## config.mk

```make
export PLATFORM = sky130hd
export DESIGN_NAME = c_punctuator_longest_match
export DESIGN_NICKNAME = d
export VERILOG_FILES = /design/src/rtl/cpl_pkg.sv /design/src/rtl/cpl_front.sv /design/src/rtl/cpl_queue.sv /design/src/rtl/cpl_back.sv /design/src/rtl/c_punctuator_longest_match.sv
export SDC_FILE = /design/constraint.sdc
export NUM_CORES = 1
export LEC_CHECK = 0
export ABC_AREA = 1
export ABC_CLOCK_PERIOD_IN_PS = 4700
export BUFFER_PORTS_ARGS = -buffer_cell sky130_fd_sc_hd__buf_2
export CORE_ASPECT_RATIO = 0.8
export CORE_MARGIN = 8
export CORE_UTILIZATION = 35
export CTS_CLUSTER_SIZE = 20
export DETAILED_ROUTE_END_ITERATION = 8
export MAX_ROUTING_LAYER = met4
export PLACE_DENSITY = 0.57
export SLEW_MARGIN = 20
export SYNTH_ARGS = -nofsm -noshare
export SYNTH_HDL_FRONTEND = slang
export SYNTH_SLANG_ARGS = --single-unit
```

## constraint.sdc

```tcl
create_clock -name clk -period 4.7 [get_ports clk]
set_clock_uncertainty 0.15 [all_clocks]
set_input_delay 0.235 -clock clk [delete_from_list [all_inputs] [get_ports clk]]
set_output_delay 0.235 -clock clk [all_outputs]
set_load 0.1 [all_outputs]
```

## src/rtl/cpl_pkg.sv

```systemverilog
// Package: character classes, trie node types and the fixed punctuator trie tables.
`timescale 1ns / 1ps

package cpl_pkg;

	localparam int unsigned CodePointWidth = 21;
	localparam int unsigned NodeWidth      = 6;
	localparam int unsigned TokenWidth     = 6;
	localparam int unsigned LengthWidth    = 3;

	typedef logic [NodeWidth-1:0]   node_id_t;
	typedef logic [TokenWidth-1:0]  token_id_t;
	typedef logic [LengthWidth-1:0] path_len_t;

	localparam node_id_t  RootNode  = '0;
	localparam path_len_t LengthMax = '1;

	// One class per character that appears in some punctuator.
	typedef enum logic [4:0] {
		CC_OTHER,
		CC_LBRACK, CC_RBRACK, CC_LPAREN, CC_RPAREN, CC_LBRACE, CC_RBRACE,
		CC_DOT, CC_MINUS, CC_GT, CC_PLUS, CC_AMP, CC_STAR, CC_TILDE,
		CC_BANG, CC_SLASH, CC_PERCENT, CC_LT, CC_EQ, CC_CARET, CC_PIPE,
		CC_QUEST, CC_COLON, CC_SEMI, CC_COMMA, CC_HASH
	} char_class_t;

	// One entry of the queue between classifier and trie walker.
	typedef struct packed {
		char_class_t cls;
		logic        final_char;
	} queue_entry_t;

	typedef struct packed {
		logic      hit;
		token_id_t code;
	} node_token_t;

	function automatic char_class_t classify(input logic [CodePointWidth-1:0] cp);
		char_class_t cls;
		unique case (cp)
			21'h00005B: cls = CC_LBRACK;
			21'h00005D: cls = CC_RBRACK;
			21'h000028: cls = CC_LPAREN;
			21'h000029: cls = CC_RPAREN;
			21'h00007B: cls = CC_LBRACE;
			21'h00007D: cls = CC_RBRACE;
			21'h00002E: cls = CC_DOT;
			21'h00002D: cls = CC_MINUS;
			21'h00003E: cls = CC_GT;
			21'h00002B: cls = CC_PLUS;
			21'h000026: cls = CC_AMP;
			21'h00002A: cls = CC_STAR;
			21'h00007E: cls = CC_TILDE;
			21'h000021: cls = CC_BANG;
			21'h00002F: cls = CC_SLASH;
			21'h000025: cls = CC_PERCENT;
			21'h00003C: cls = CC_LT;
			21'h00003D: cls = CC_EQ;
			21'h00005E: cls = CC_CARET;
			21'h00007C: cls = CC_PIPE;
			21'h00003F: cls = CC_QUEST;
			21'h00003A: cls = CC_COLON;
			21'h00003B: cls = CC_SEMI;
			21'h00002C: cls = CC_COMMA;
			21'h000023: cls = CC_HASH;
			default:    cls = CC_OTHER;
		endcase
		return cls;
	endfunction

	// Child of a node along one character class; RootNode means no edge.
	function automatic node_id_t child_of(input node_id_t node, input char_class_t cls);
		node_id_t nxt;
		nxt = RootNode;
		unique case (node)
			6'd0: begin
				unique case (cls)
					CC_LBRACK:  nxt = 6'd1;
					CC_RBRACK:  nxt = 6'd2;
					CC_LPAREN:  nxt = 6'd3;
					CC_RPAREN:  nxt = 6'd4;
					CC_LBRACE:  nxt = 6'd5;
					CC_RBRACE:  nxt = 6'd6;
					CC_DOT:     nxt = 6'd7;
					CC_MINUS:   nxt = 6'd8;
					CC_PLUS:    nxt = 6'd10;
					CC_AMP:     nxt = 6'd13;
					CC_STAR:    nxt = 6'd14;
					CC_TILDE:   nxt = 6'd15;
					CC_BANG:    nxt = 6'd16;
					CC_SLASH:   nxt = 6'd17;
					CC_PERCENT: nxt = 6'd18;
					CC_LT:      nxt = 6'd19;
					CC_GT:      nxt = 6'd21;
					CC_EQ:      nxt = 6'd25;
					CC_CARET:   nxt = 6'd28;
					CC_PIPE:    nxt = 6'd29;
					CC_QUEST:   nxt = 6'd32;
					CC_COLON:   nxt = 6'd33;
					CC_SEMI:    nxt = 6'd34;
					CC_COMMA:   nxt = 6'd47;
					CC_HASH:    nxt = 6'd48;
					default:    nxt = RootNode;
				endcase
			end
			6'd7:  if (cls == CC_DOT) nxt = 6'd35;
			6'd35: if (cls == CC_DOT) nxt = 6'd36;
			6'd8: begin
				if (cls == CC_GT)    nxt = 6'd9;
				if (cls == CC_MINUS) nxt = 6'd12;
				if (cls == CC_EQ)    nxt = 6'd41;
			end
			6'd10: begin
				if (cls == CC_PLUS) nxt = 6'd11;
				if (cls == CC_EQ)   nxt = 6'd40;
			end
			6'd13: begin
				if (cls == CC_AMP) nxt = 6'd30;
				if (cls == CC_EQ)  nxt = 6'd44;
			end
			6'd14: if (cls == CC_EQ) nxt = 6'd37;
			6'd16: if (cls == CC_EQ) nxt = 6'd27;
			6'd17: if (cls == CC_EQ) nxt = 6'd38;
			6'd18: begin
				if (cls == CC_EQ)    nxt = 6'd39;
				if (cls == CC_GT)    nxt = 6'd53;
				if (cls == CC_COLON) nxt = 6'd54;
			end
			6'd54: if (cls == CC_PERCENT) nxt = 6'd55;
			6'd55: if (cls == CC_COLON) nxt = 6'd56;
			6'd19: begin
				if (cls == CC_LT)      nxt = 6'd20;
				if (cls == CC_EQ)      nxt = 6'd23;
				if (cls == CC_COLON)   nxt = 6'd50;
				if (cls == CC_PERCENT) nxt = 6'd52;
			end
			6'd20: if (cls == CC_EQ) nxt = 6'd42;
			6'd21: begin
				if (cls == CC_GT) nxt = 6'd22;
				if (cls == CC_EQ) nxt = 6'd24;
			end
			6'd22: if (cls == CC_EQ) nxt = 6'd43;
			6'd25: if (cls == CC_EQ) nxt = 6'd26;
			6'd28: if (cls == CC_EQ) nxt = 6'd45;
			6'd29: begin
				if (cls == CC_PIPE) nxt = 6'd31;
				if (cls == CC_EQ)   nxt = 6'd46;
			end
			6'd33: if (cls == CC_GT) nxt = 6'd51;
			6'd48: if (cls == CC_HASH) nxt = 6'd49;
			default: nxt = RootNode;
		endcase
		return nxt;
	endfunction

	// Token that ends at a node; the root and pure prefixes carry none.
	function automatic node_token_t token_of(input node_id_t node);
		node_token_t t;
		t.hit = 1'b1;
		unique case (node)
			6'd1:  t.code = 6'd0;
			6'd2:  t.code = 6'd1;
			6'd3:  t.code = 6'd2;
			6'd4:  t.code = 6'd3;
			6'd5:  t.code = 6'd4;
			6'd6:  t.code = 6'd5;
			6'd7:  t.code = 6'd6;
			6'd8:  t.code = 6'd13;
			6'd9:  t.code = 6'd7;
			6'd10: t.code = 6'd12;
			6'd11: t.code = 6'd8;
			6'd12: t.code = 6'd9;
			6'd13: t.code = 6'd10;
			6'd14: t.code = 6'd11;
			6'd15: t.code = 6'd14;
			6'd16: t.code = 6'd15;
			6'd17: t.code = 6'd16;
			6'd18: t.code = 6'd17;
			6'd19: t.code = 6'd20;
			6'd20: t.code = 6'd18;
			6'd21: t.code = 6'd21;
			6'd22: t.code = 6'd19;
			6'd23: t.code = 6'd22;
			6'd24: t.code = 6'd23;
			6'd25: t.code = 6'd34;
			6'd26: t.code = 6'd24;
			6'd27: t.code = 6'd25;
			6'd28: t.code = 6'd26;
			6'd29: t.code = 6'd27;
			6'd30: t.code = 6'd28;
			6'd31: t.code = 6'd29;
			6'd32: t.code = 6'd30;
			6'd33: t.code = 6'd31;
			6'd34: t.code = 6'd32;
			6'd36: t.code = 6'd33;
			6'd37: t.code = 6'd35;
			6'd38: t.code = 6'd36;
			6'd39: t.code = 6'd37;
			6'd40: t.code = 6'd38;
			6'd41: t.code = 6'd39;
			6'd42: t.code = 6'd40;
			6'd43: t.code = 6'd41;
			6'd44: t.code = 6'd42;
			6'd45: t.code = 6'd43;
			6'd46: t.code = 6'd44;
			6'd47: t.code = 6'd45;
			6'd48: t.code = 6'd46;
			6'd49: t.code = 6'd47;
			6'd50: t.code = 6'd48;
			6'd51: t.code = 6'd49;
			6'd52: t.code = 6'd50;
			6'd53: t.code = 6'd51;
			6'd54: t.code = 6'd52;
			6'd56: t.code = 6'd53;
			default: begin
				t.hit  = 1'b0;
				t.code = '0;
			end
		endcase
		return t;
	endfunction

endpackage

```

## src/rtl/cpl_front.sv

```systemverilog
// Front stage: accept characters, classify them and push them into the queue.
`timescale 1ns / 1ps

module cpl_front (
	input  logic                                  clk,
	input  logic                                  arst_n,
	input  logic                                  in_valid,
	output logic                                  in_stall,
	input  logic [cpl_pkg::CodePointWidth-1:0]    code_point,
	input  logic                                  final_char,
	output logic                                  push,
	output cpl_pkg::queue_entry_t                 push_entry,
	input  logic                                  queue_full
);
	import cpl_pkg::*;

	logic         valid_s1;
	queue_entry_t entry_s1;

	// Hold the staged request while the queue is full.
	assign in_stall   = valid_s1 & queue_full;
	assign push       = valid_s1 & ~queue_full;
	assign push_entry = entry_s1;

	always_ff @(posedge clk or negedge arst_n) begin
		if (!arst_n) begin
			valid_s1 <= 1'b0;
		end else if (!in_stall) begin
			valid_s1 <= in_valid;
		end
	end

	always_ff @(posedge clk) begin
		if (!in_stall && in_valid) begin
			entry_s1.cls        <= classify(code_point);
			entry_s1.final_char <= final_char;
		end
	end

endmodule

```

## src/rtl/cpl_queue.sv

```systemverilog
// Short FIFO of classified characters between front and trie walker.
`timescale 1ns / 1ps

module cpl_queue #(
	parameter int unsigned DEPTH = 4
) (
	input  logic                  clk,
	input  logic                  arst_n,
	input  logic                  push,
	input  cpl_pkg::queue_entry_t push_entry,
	output logic                  full,
	input  logic                  pop,
	output logic                  not_empty,
	output cpl_pkg::queue_entry_t head
);
	import cpl_pkg::*;

	localparam int unsigned PtrWidth   = $clog2(DEPTH);
	localparam int unsigned CountWidth = $clog2(DEPTH + 1);
	localparam logic [PtrWidth-1:0]   PtrLast   = PtrWidth'(DEPTH - 1);
	localparam logic [CountWidth-1:0] CountFull = CountWidth'(DEPTH);

	queue_entry_t            slots_q [DEPTH];
	logic [PtrWidth-1:0]     wr_ptr_q;
	logic [PtrWidth-1:0]     rd_ptr_q;
	logic [CountWidth-1:0]   count_q;

	assign full      = (count_q == CountFull);
	assign not_empty = (count_q != '0);
	assign head      = slots_q[rd_ptr_q];

	always_ff @(posedge clk or negedge arst_n) begin
		if (!arst_n) begin
			wr_ptr_q <= '0;
			rd_ptr_q <= '0;
			count_q  <= '0;
		end else begin
			if (push) begin
				wr_ptr_q <= (wr_ptr_q == PtrLast) ? '0 : wr_ptr_q + 1'b1;
			end
			if (pop) begin
				rd_ptr_q <= (rd_ptr_q == PtrLast) ? '0 : rd_ptr_q + 1'b1;
			end
			if (push && !pop) begin
				count_q <= count_q + 1'b1;
			end else if (pop && !push) begin
				count_q <= count_q - 1'b1;
			end
		end
	end

	always_ff @(posedge clk) begin
		if (push) begin
			slots_q[wr_ptr_q] <= push_entry;
		end
	end

	a_no_push_when_full: assert property (@(posedge clk) disable iff (!arst_n)
		full |-> !push)
		else $error("queue written while full");

	a_no_pop_when_empty: assert property (@(posedge clk) disable iff (!arst_n)
		pop |-> not_empty)
		else $error("queue read while empty");

	a_count_bounded: assert property (@(posedge clk) disable iff (!arst_n)
		count_q <= CountFull)
		else $error("queue count beyond depth");

endmodule

```

## src/rtl/cpl_back.sv

```systemverilog
// Back stage: walk the punctuator trie and register one result per finished token.
`timescale 1ns / 1ps

module cpl_back (
	input  logic                                clk,
	input  logic                                arst_n,
	input  logic                                not_empty,
	input  cpl_pkg::queue_entry_t               head,
	output logic                                pop,
	output logic                                out_valid,
	input  logic                                out_stall,
	output logic                                status,
	output logic [cpl_pkg::TokenWidth-1:0]      token_code,
	output logic [cpl_pkg::LengthWidth-1:0]     token_length,
	output logic                                char_taken
);
	import cpl_pkg::*;

	node_id_t    node_q;
	path_len_t   len_q;
	logic        out_valid_q;
	logic        status_q;
	token_id_t   code_q;
	path_len_t   length_q;
	logic        taken_q;

	node_id_t    child;
	logic        path_grows;
	path_len_t   len_next;
	logic        emit;
	node_id_t    emit_node;
	path_len_t   emit_len;
	node_token_t emit_tok;

	// Take the head whenever the output register is free or being drained.
	assign pop = not_empty & (~out_valid_q | ~out_stall);

	always_comb begin
		child      = child_of(node_q, head.cls);
		path_grows = (child != RootNode);
		len_next   = (len_q == LengthMax) ? LengthMax : len_q + 1'b1;
		emit       = ~path_grows | head.final_char;
		emit_node  = path_grows ? child : node_q;
		emit_len   = path_grows ? len_next : len_q;
		emit_tok   = token_of(emit_node);
	end

	always_ff @(posedge clk or negedge arst_n) begin
		if (!arst_n) begin
			node_q      <= RootNode;
			len_q       <= '0;
			out_valid_q <= 1'b0;
		end else begin
			if (out_valid_q && !out_stall) begin
				out_valid_q <= 1'b0;
			end
			if (pop) begin
				if (emit) begin
					node_q      <= RootNode;
					len_q       <= '0;
					out_valid_q <= 1'b1;
				end else begin
					node_q <= child;
					len_q  <= len_next;
				end
			end
		end
	end

	always_ff @(posedge clk) begin
		if (pop && emit) begin
			status_q <= ~emit_tok.hit;
			code_q   <= emit_tok.code;
			length_q <= emit_tok.hit ? emit_len : '0;
			taken_q  <= path_grows;
		end
	end

	assign out_valid    = out_valid_q;
	assign status       = status_q;
	assign token_code   = code_q;
	assign token_length = length_q;
	assign char_taken   = taken_q;

	a_root_has_no_path: assert property (@(posedge clk) disable iff (!arst_n)
		(node_q == RootNode) |-> (len_q == '0))
		else $error("path length nonzero at root");

	a_match_has_length: assert property (@(posedge clk) disable iff (!arst_n)
		(out_valid_q && !status_q) |-> (length_q != '0))
		else $error("matched token with zero length");

	a_miss_is_blank: assert property (@(posedge clk) disable iff (!arst_n)
		(out_valid_q && status_q) |-> (code_q == '0 && length_q == '0))
		else $error("no-match result carries token fields");

	a_result_held: assert property (@(posedge clk) disable iff (!arst_n)
		(out_valid_q && out_stall) |=> (out_valid_q && $stable(code_q) && $stable(length_q)))
		else $error("stalled result changed");

endmodule

```

## src/rtl/c_punctuator_longest_match.sv

```systemverilog
// Top level: C punctuator longest-match recognizer, one character per request.
`timescale 1ns / 1ps

// Recognizes C punctuators (54 kinds, digraphs included) from a stream of code
// points, one character per request. Each character walks one edge of a fixed
// trie; a result request appears when a character does not extend the path
// (that character is not consumed, char_taken = 0, and the source must present
// it again) or when the final character of the text arrives. A path that ends
// on a node which is only a prefix, such as "..", reports no match. Throughput
// is one character per clock while neither side stalls, set by the trie step
// in the walker, whose node register feeds back into the next step. An accepted
// character reaches its result through the classifier stage, the queue and the
// result register. The queue lets the input keep flowing while a result waits
// on a stalled output.
module c_punctuator_longest_match #(
	parameter int unsigned QUEUE_DEPTH = 4
) (
	input  logic                                clk,
	input  logic                                arst_n,
	input  logic                                in_valid,
	output logic                                in_stall,
	input  logic [cpl_pkg::CodePointWidth-1:0]  code_point,
	input  logic                                final_char,
	output logic                                out_valid,
	input  logic                                out_stall,
	output logic                                status,
	output logic [cpl_pkg::TokenWidth-1:0]      token_code,
	output logic [cpl_pkg::LengthWidth-1:0]     token_length,
	output logic                                char_taken
);
	import cpl_pkg::*;

	logic         push;
	queue_entry_t push_entry;
	logic         queue_full;
	logic         pop;
	logic         not_empty;
	queue_entry_t head;

	// Classify each character into a small class code and stage it.
	cpl_front u_front (
		.clk        (clk),
		.arst_n     (arst_n),
		.in_valid   (in_valid),
		.in_stall   (in_stall),
		.code_point (code_point),
		.final_char (final_char),
		.push       (push),
		.push_entry (push_entry),
		.queue_full (queue_full)
	);

	// Decouple classification from the trie walk.
	cpl_queue #(
		.DEPTH (QUEUE_DEPTH)
	) u_queue (
		.clk        (clk),
		.arst_n     (arst_n),
		.push       (push),
		.push_entry (push_entry),
		.full       (queue_full),
		.pop        (pop),
		.not_empty  (not_empty),
		.head       (head)
	);

	// Advance through the trie and register each finished token.
	cpl_back u_back (
		.clk          (clk),
		.arst_n       (arst_n),
		.not_empty    (not_empty),
		.head         (head),
		.pop          (pop),
		.out_valid    (out_valid),
		.out_stall    (out_stall),
		.status       (status),
		.token_code   (token_code),
		.token_length (token_length),
		.char_taken   (char_taken)
	);

endmodule

```

# ---- Word level (Yosys, flattened, before mapping)
# Memory sizes are Yosys's and may differ from the RTL's.
# Index checks and enable logic that the tools add are counted.
dict set report totals {
  register_bits 35
  ram_bits 24
  mem_bits_ro 192
  memories 2
}
# name depth word_bits read_ports rd_clocked_by_memory_dff wr line
set memory_table {}
lappend memory_table {{(no name shown)} 32 6 1 0 0 cpl_pkg.sv:77} ;# unique case (cls)
lappend memory_table {u_queue.slots_q 4 6 1 0 1 cpl_queue.sv:23} ;# queue_entry_t slots_q [DEPTH];
dict set report op_classes {
  addsub 5
  n_eq_ne 114
  muxes 49
  bitwise 10
  reduce_logical 14
}
# cell n
set ops {}
lappend ops {{equality test 21 x 6 -> 1 bit, second input constant} 18}
lappend ops {{case mux 6 bit (53 select lines)} 1}
lappend ops {{equality test 6 bit, second input constant} 28}
lappend ops {{equality test 6 x 5 -> 1 bit, second input constant} 26}
lappend ops {{equality test 21 x 7 -> 1 bit, second input constant} 7}
lappend ops {{2-to-1 mux 6 bit} 22}
lappend ops {{case mux 6 bit (21 select lines)} 1}
lappend ops {{case mux 5 bit (25 select lines)} 1}
lappend ops {{equality test 6 x 4 -> 1 bit, second input constant} 12}
lappend ops {{OR reduction 54 bit} 1}
lappend ops {{2-to-1 mux 5 bit} 8}
lappend ops {{equality test 5 bit, second input constant} 6}
lappend ops {{equality test 6 x 3 -> 1 bit, second input constant} 5}
lappend ops {{equality test 5 x 4 -> 1 bit, second input constant} 4}
lappend ops {{2-to-1 mux 3 bit} 5}
lappend ops {{equality test 6 x 2 -> 1 bit, second input constant} 2}
lappend ops {{2-to-1 mux 4 bit} 3}
lappend ops {{adder 3 x 1 -> 3 bit, second input constant} 2}
lappend ops {{equality test 3 bit, second input constant} 2}
lappend ops {{equality test 6 x 1 -> 1 bit, second input constant} 1}
lappend ops {{logical NOT 6 bit} 1}
lappend ops {{2-to-1 mux 1 bit} 6}
lappend ops {{nonzero test 6 bit} 1}
lappend ops {{equality test 5 x 3 -> 1 bit, second input constant} 1}
lappend ops {{11 further kinds} 28}

# ---- Depth between registers and ports, before layout
# An unclocked memory read counts as a cell.
dict set report logic_depth {
  depth_word 13
  depth_mapped 30
  ltp_nobuf 27
}

# ---- By module
# From an unflattened synthesis, not the netlist that was laid out.
dict set report hier_totals {
  cells_unflattened 799
  area_unflattened_um2 5121.2
}
# module instances cells_per_inst area_each_um2 seq_area_each_um2
set modules_own_cells {}
lappend modules_own_cells {cpl_back 1 525 2870.3 580.6}
lappend modules_own_cells {cpl_queue 1 122 1381.3 895.9}
lappend modules_own_cells {cpl_front 1 152 869.6 205.2}

# ---- Least setup slack after synthesis
# Ideal clock, no wire load.
dict set report synth_path {
  path_type {reg2reg}
  start {register u_queue.rd_ptr_q[0]}
  end {register u_back.status_q (netlist: u_back.status) (data pin)}
  setup_time_ps 255
  t_arrival_ps 3120
  required_time_ps 4295
  setup_slack_ps 1175
  path_stages_with_launch 27
  period_less_slack_ps 3525
  cell_sequence {dfrtp_1 -> buf_6 -> buf_4 -> nand2_1 -> nand3_1 -> nand2_1 -> ha_1 -> inv_1 -> nor2_1 -> nand2_2 -> nand3_1 -> nand3_1 -> nor2_2 -> nand3_2 -> nor2_8 -> nand3_2 -> buf_6 -> nor2_2 -> nor2_1 -> nor2_2 -> buf_6 -> nand2_1 -> o21ai_1 -> nor2_1 -> nand3_2 -> nor2_4 -> and2_1}
}
dict set report synth_between {
  elab_chain_cells 13
}
# item line
set synth_lines {}
lappend synth_lines {{start: declaration} cpl_queue.sv:25} ;# logic [PtrWidth-1:0] rd_ptr_q;
lappend synth_lines {{start signal: assignment} cpl_queue.sv:42} ;# rd_ptr_q <= (rd_ptr_q == PtrLast) ? '0 : rd_ptr_q + 1'b1;
lappend synth_lines {{memory read (4 x 6 bit) (*)} n/a}
lappend synth_lines {{equality test 5 bit} cpl_pkg.sv:132} ;# if (cls == CC_LT) nxt = 6'd20;
lappend synth_lines {{2-to-1 mux 5 bit} cpl_pkg.sv:132}
lappend synth_lines {{2-to-1 mux 5 bit} cpl_pkg.sv:133} ;# if (cls == CC_EQ) nxt = 6'd23;
lappend synth_lines {{2-to-1 mux 6 bit} cpl_pkg.sv:134} ;# if (cls == CC_COLON) nxt = 6'd50;
lappend synth_lines {{2-to-1 mux 6 bit} cpl_pkg.sv:135} ;# if (cls == CC_PERCENT) nxt = 6'd52;
lappend synth_lines {{case mux 6 bit (21 select lines) (*)} cpl_pkg.sv:75} ;# unique case (node)
lappend synth_lines {{nonzero test 6 bit (*)} cpl_back.sv:40} ;# path_grows = (child != RootNode);
lappend synth_lines {{net u_back.path_grows} cpl_back.sv:28} ;# logic path_grows;
lappend synth_lines {{2-to-1 mux 6 bit (*)} cpl_back.sv:43} ;# emit_node = path_grows ? child : node_q;
lappend synth_lines {{equality test 6 x 1 -> 1 bit, or another cell as far along} cpl_pkg.sv:160} ;# unique case (node)
lappend synth_lines {{OR reduction 54 bit (no source line) (*)} n/a}
lappend synth_lines {{2-to-1 mux 1 bit (*)} cpl_pkg.sv:160}
lappend synth_lines {{inverter 1 bit (*)} cpl_back.sv:72} ;# status_q <= ~emit_tok.hit;
lappend synth_lines {{end signal: assignment} cpl_back.sv:72}
lappend synth_lines {{end: declaration} cpl_back.sv:22} ;# logic status_q;
# Mark *: on every way through the listed nets, which the timed path passes. The rest lies on a longest branch.
# A chain may end at the register's enable or synchronous reset.

# ---- Worst setup path after layout
dict set report layout_path {
  start {register u_queue.rd_ptr_q[1]}
  end {register u_back.status_q (netlist: u_back.status) (data pin)}
}
dict set report layout_between {
  elab_chain_cells 13
}
# item line
set layout_lines {}
lappend layout_lines {{memory read (4 x 6 bit) (*)} n/a}
lappend layout_lines {{equality test 5 bit} cpl_pkg.sv:132}
lappend layout_lines {{2-to-1 mux 5 bit} cpl_pkg.sv:132}
lappend layout_lines {{2-to-1 mux 5 bit} cpl_pkg.sv:133}
lappend layout_lines {{2-to-1 mux 6 bit} cpl_pkg.sv:134}
lappend layout_lines {{2-to-1 mux 6 bit} cpl_pkg.sv:135}
lappend layout_lines {{case mux 6 bit (21 select lines) (*)} cpl_pkg.sv:75}
lappend layout_lines {{nonzero test 6 bit} cpl_back.sv:40}
lappend layout_lines {{2-to-1 mux 6 bit (*)} cpl_back.sv:43}
lappend layout_lines {{equality test 6 x 1 -> 1 bit, or another cell as far along} cpl_pkg.sv:160}
lappend layout_lines {{OR reduction 54 bit (no source line) (*)} n/a}
lappend layout_lines {{2-to-1 mux 1 bit (*)} cpl_pkg.sv:160}
lappend layout_lines {{inverter 1 bit (*)} cpl_back.sv:72}
# Every way passes the cells marked *; elsewhere a longest branch is shown, timed or not.

==> summary.md <==
| Metric | Value |
|---|---|
| Outcome | completed |
| CTS tree | built |
| Die area | 19000 um2 |
| Max Buffers Root-to-Sink | 2 |
| Cell Rows | 40 |
| Post-synth top flop | edfxtp_1 |
| Nets | 842 |
| Startpoint types | flip-flop |
| Final worst-path cycle share | 0.919 |
| Post-DP HPWL | about 11000 um |
| Die Height | between 100 and 150 um |
| Final hold vios | 0 |
| Avg Synthesized Cell Area | 6.84 um2 |
| Actual slew at the worst max-slew pin | 0.766 ns |
| Post-layout util | 0.394 |
| Routed WL | about 14000 um |
| Final Max Tran Viols | 0 |
| Clock latency at the later pin of the worst-skew pair | 0.32 ns |
| Antenna Violating Nets Remaining | 0 |
| I/O pins | 39 |
| FF+latch count, synth | 59 |
| Ranking of synthesized cells by area | edfxtp_1 (24%), nand2_1 (15%), dfrtp_1 (8.7%) |
| Initial core utilization | 0.352 |
| Critical Path Max Stage Delay | 0.47 ns |
| Global-route wire length before repair | 23400 um |
| Gate Count Post-Synth | 760 |
| Clk root buf | clkbuf_16 |
| Initial antenna violation count | 0 |
| Ys async rst share | 0.305 |
| Sequential-to-total area share from yosys stat | 0.323 |
| DRC violations left | 0 |
| Cell taking the most area after synthesis | edfxtp_1 |
| RSZ-0062 raised after global routing | no |
| Synth cell types | 47 |
| Ant diodes | 0 |
| Hold WC Path Type | input port to flip-flop |
| Final min period | about 4.3 ns |
| Final Setup Violations | 0 |
| Critical path's most frequent cell | nand2_1 |
| Setup TNS | 0 ns |
| CP endpoint kind | flip-flop |
| Fill cell count | 1537 |
| Overflow left after global routing | 0 |
| Clock transition at path regs | 0.05 ns |
| GPL Wtd Cong | 0.979 |
| Max cap viols | 0 |
| CP Class | flip-flop to flip-flop |
| Number of synthesized flops with an enable pin | 41 |
| FMAX | 232 MHz |
| Largest net degree at the start of global routing | 19 |
| Netlist Area Pre-Place | 5200 um2 |
| Vias | 5101 |
| Worst-path cell with the longest stage delay | dfrtp_1 |
| Area of the multi-input gates | 2980 um2 |
| Worst Path Arrival | 4.24 ns |
| Worst slew margin | 0.487 |
| Area after DPL | about 5500 um2 |
| Layout cell share with drive strength beyond 1 | 0.160 |
| Port bufs | 38 |
| Register area | about 1700 um2 |
| Top cell type's share of synthesized area | 0.237 |
| Htree depth | 3 |
| Sink Count | 59 |
| DR iter-0 viols | 422 |
| Die W | 152 um |
| Post-CTS setup buffers | 0 |
| Drt wl/cell | 14.1 um |
| Number of global-route vias before repair | 4761 |
| Critical path peak fanout | 12 |
| Num CTS Buffers | 9 |
| Synth warn | 0 |
| Total track usage | 0.150 |
| Pre-Repair DR Iteration Count | 5 |
| Post-DR vias/cell | 5.12 |
| Cell area after layout | a little under 6000 um2 |
| Commonest cells post-synth | nand2_1 (203), nor2_1 (97), inv_1 (96) |
| Most numerous cell in the Yosys netlist | nand2_1 |
| Crit path required time | 4.63 ns |
| Core Area | 14800 um2 |
| Area Growth Syn to Fin | 11.9% |
| Syn Nets | 800 |
[cell families after synthesis]
group / count (synthesis) / synth area share
adders and majority gates: 14 / 0.0351
xor gates and xnor gates: 2 / 0.00337
and+or+nand+nor: 497 / 0.455
AOI/OAI and AO/OA: 71 / 0.0787
buffers and inverters: 117 / 0.105
DFF: 59 / 0.323
[worst paths after layout]
check | startpoint | endpoint | slack [ns] | cells past startpoint
max | u_queue.rd_ptr_q[1]$_DFFE_PN0P_ | u_back.status$_DFFE_PP_ | 0.38 | 25
min | out_stall | u_back.out_valid$_DFF_PN0_ | 0.01 | 3
max reg2reg | u_queue.rd_ptr_q[1]$_DFFE_PN0P_ | u_back.status$_DFFE_PP_ | 0.38 | 25
min reg2reg | u_front.push_entry[4]$_DFFE_PP_ | u_queue.slots_q[0][4]$_DFFE_PP_ | 0.35 | 0
max in group asynchronous | arst_n | u_queue.rd_ptr_q[0]$_DFFE_PN0P_ | 3.80 | 2
min in group asynchronous | arst_n | u_queue.rd_ptr_q[0]$_DFFE_PN0P_ | 0.26 | 2
[cell type report]
| class | instances | area share |
|---|---|---|
| timing repair buffer | 46 | 0.0443 |
| clock inverter | 7 | 0.00753 |
| tap | 189 | 0.0406 |
| clock buffer | 9 | 0.0387 |
| sequential | 59 | 0.289 |
| inverter | 102 | 0.0671 |
| multi-input combinational | 584 | 0.513 |
[critical path: cells and delay by family (launching register included)]
family | cells | cell delay, ns
DFF | 1 | 0.47
and+or+nand+nor | 17 | 2.04
AOI/OAI and AO/OA | 2 | 0.46
adders and majority gates | 1 | 0.25
buffers and inverters | 5 | 0.69
[state kept, by name, indices dropped and copies added, names as in the netlist]
register and count:
u_back.node_q 6, u_front.push_entry 6, u_back.token_length 3, u_queue.slots_q 24, u_back.token_code 6, u_front.valid_s1 1, u_queue.wr_ptr_q 2, u_back.status 1
u_queue.rd_ptr_q 2, u_back.out_valid 1, u_queue.count_q 3, u_back.char_taken 1, u_back.len_q 3
[per-layer routing]
metal,track usage,vias to the layer above,part of all wire
met5,-,-,0
met4,0.0405,0,0.014
met3,0.0296,19,0.068
met2,0.206,193,0.40
met1,0.219,2292,0.52
li1,-,2597,-
[cell usage in the layout (no fill, tap or decap), types with 3 or more instances in the layout]
cell type	instances
nand2_1	203
inv_1	96
nor2_1	96
nand3_1	75
edfxtp_1	41
buf_2	38
o21ai_0	24
nor3_1	23
a21oi_1	21
nand2_2	21
nand4_1	20
dfrtp_1	17
nor2_2	16
ha_1	13
nand3_2	10
clkbuf_16	9
o22ai_1	8
nor4_1	7
nand2_4	7
nor2_4	6
buf_4	5
nand3b_1	4
inv_2	4
o21ai_1	4
clkinv_2	3
dlygate4sd3_1	3
[stage by stage]
step	hold WS [ns]	std cells	setup slack (ns)
finish	0.0108	996	0.381
floorplan	-0.211	760	1.18
detailed placement	0.0608	977	0.371
global route	0.0287	996	0.0544
global placement	0.0646	977	0.376
CTS	0.00114	996	0.364
[repair_timing]
item / CTS / global route
gates resized for setup: 0 / 3
hold buffers: 3 / 0
endpoints found under the hold margin: 20 / 0
setup endpoints to repair: 0 / 4
Power is left out: the tool's default activity adds up to more than one toggle a clock period on the data nets, which glitch-free logic cannot reach.
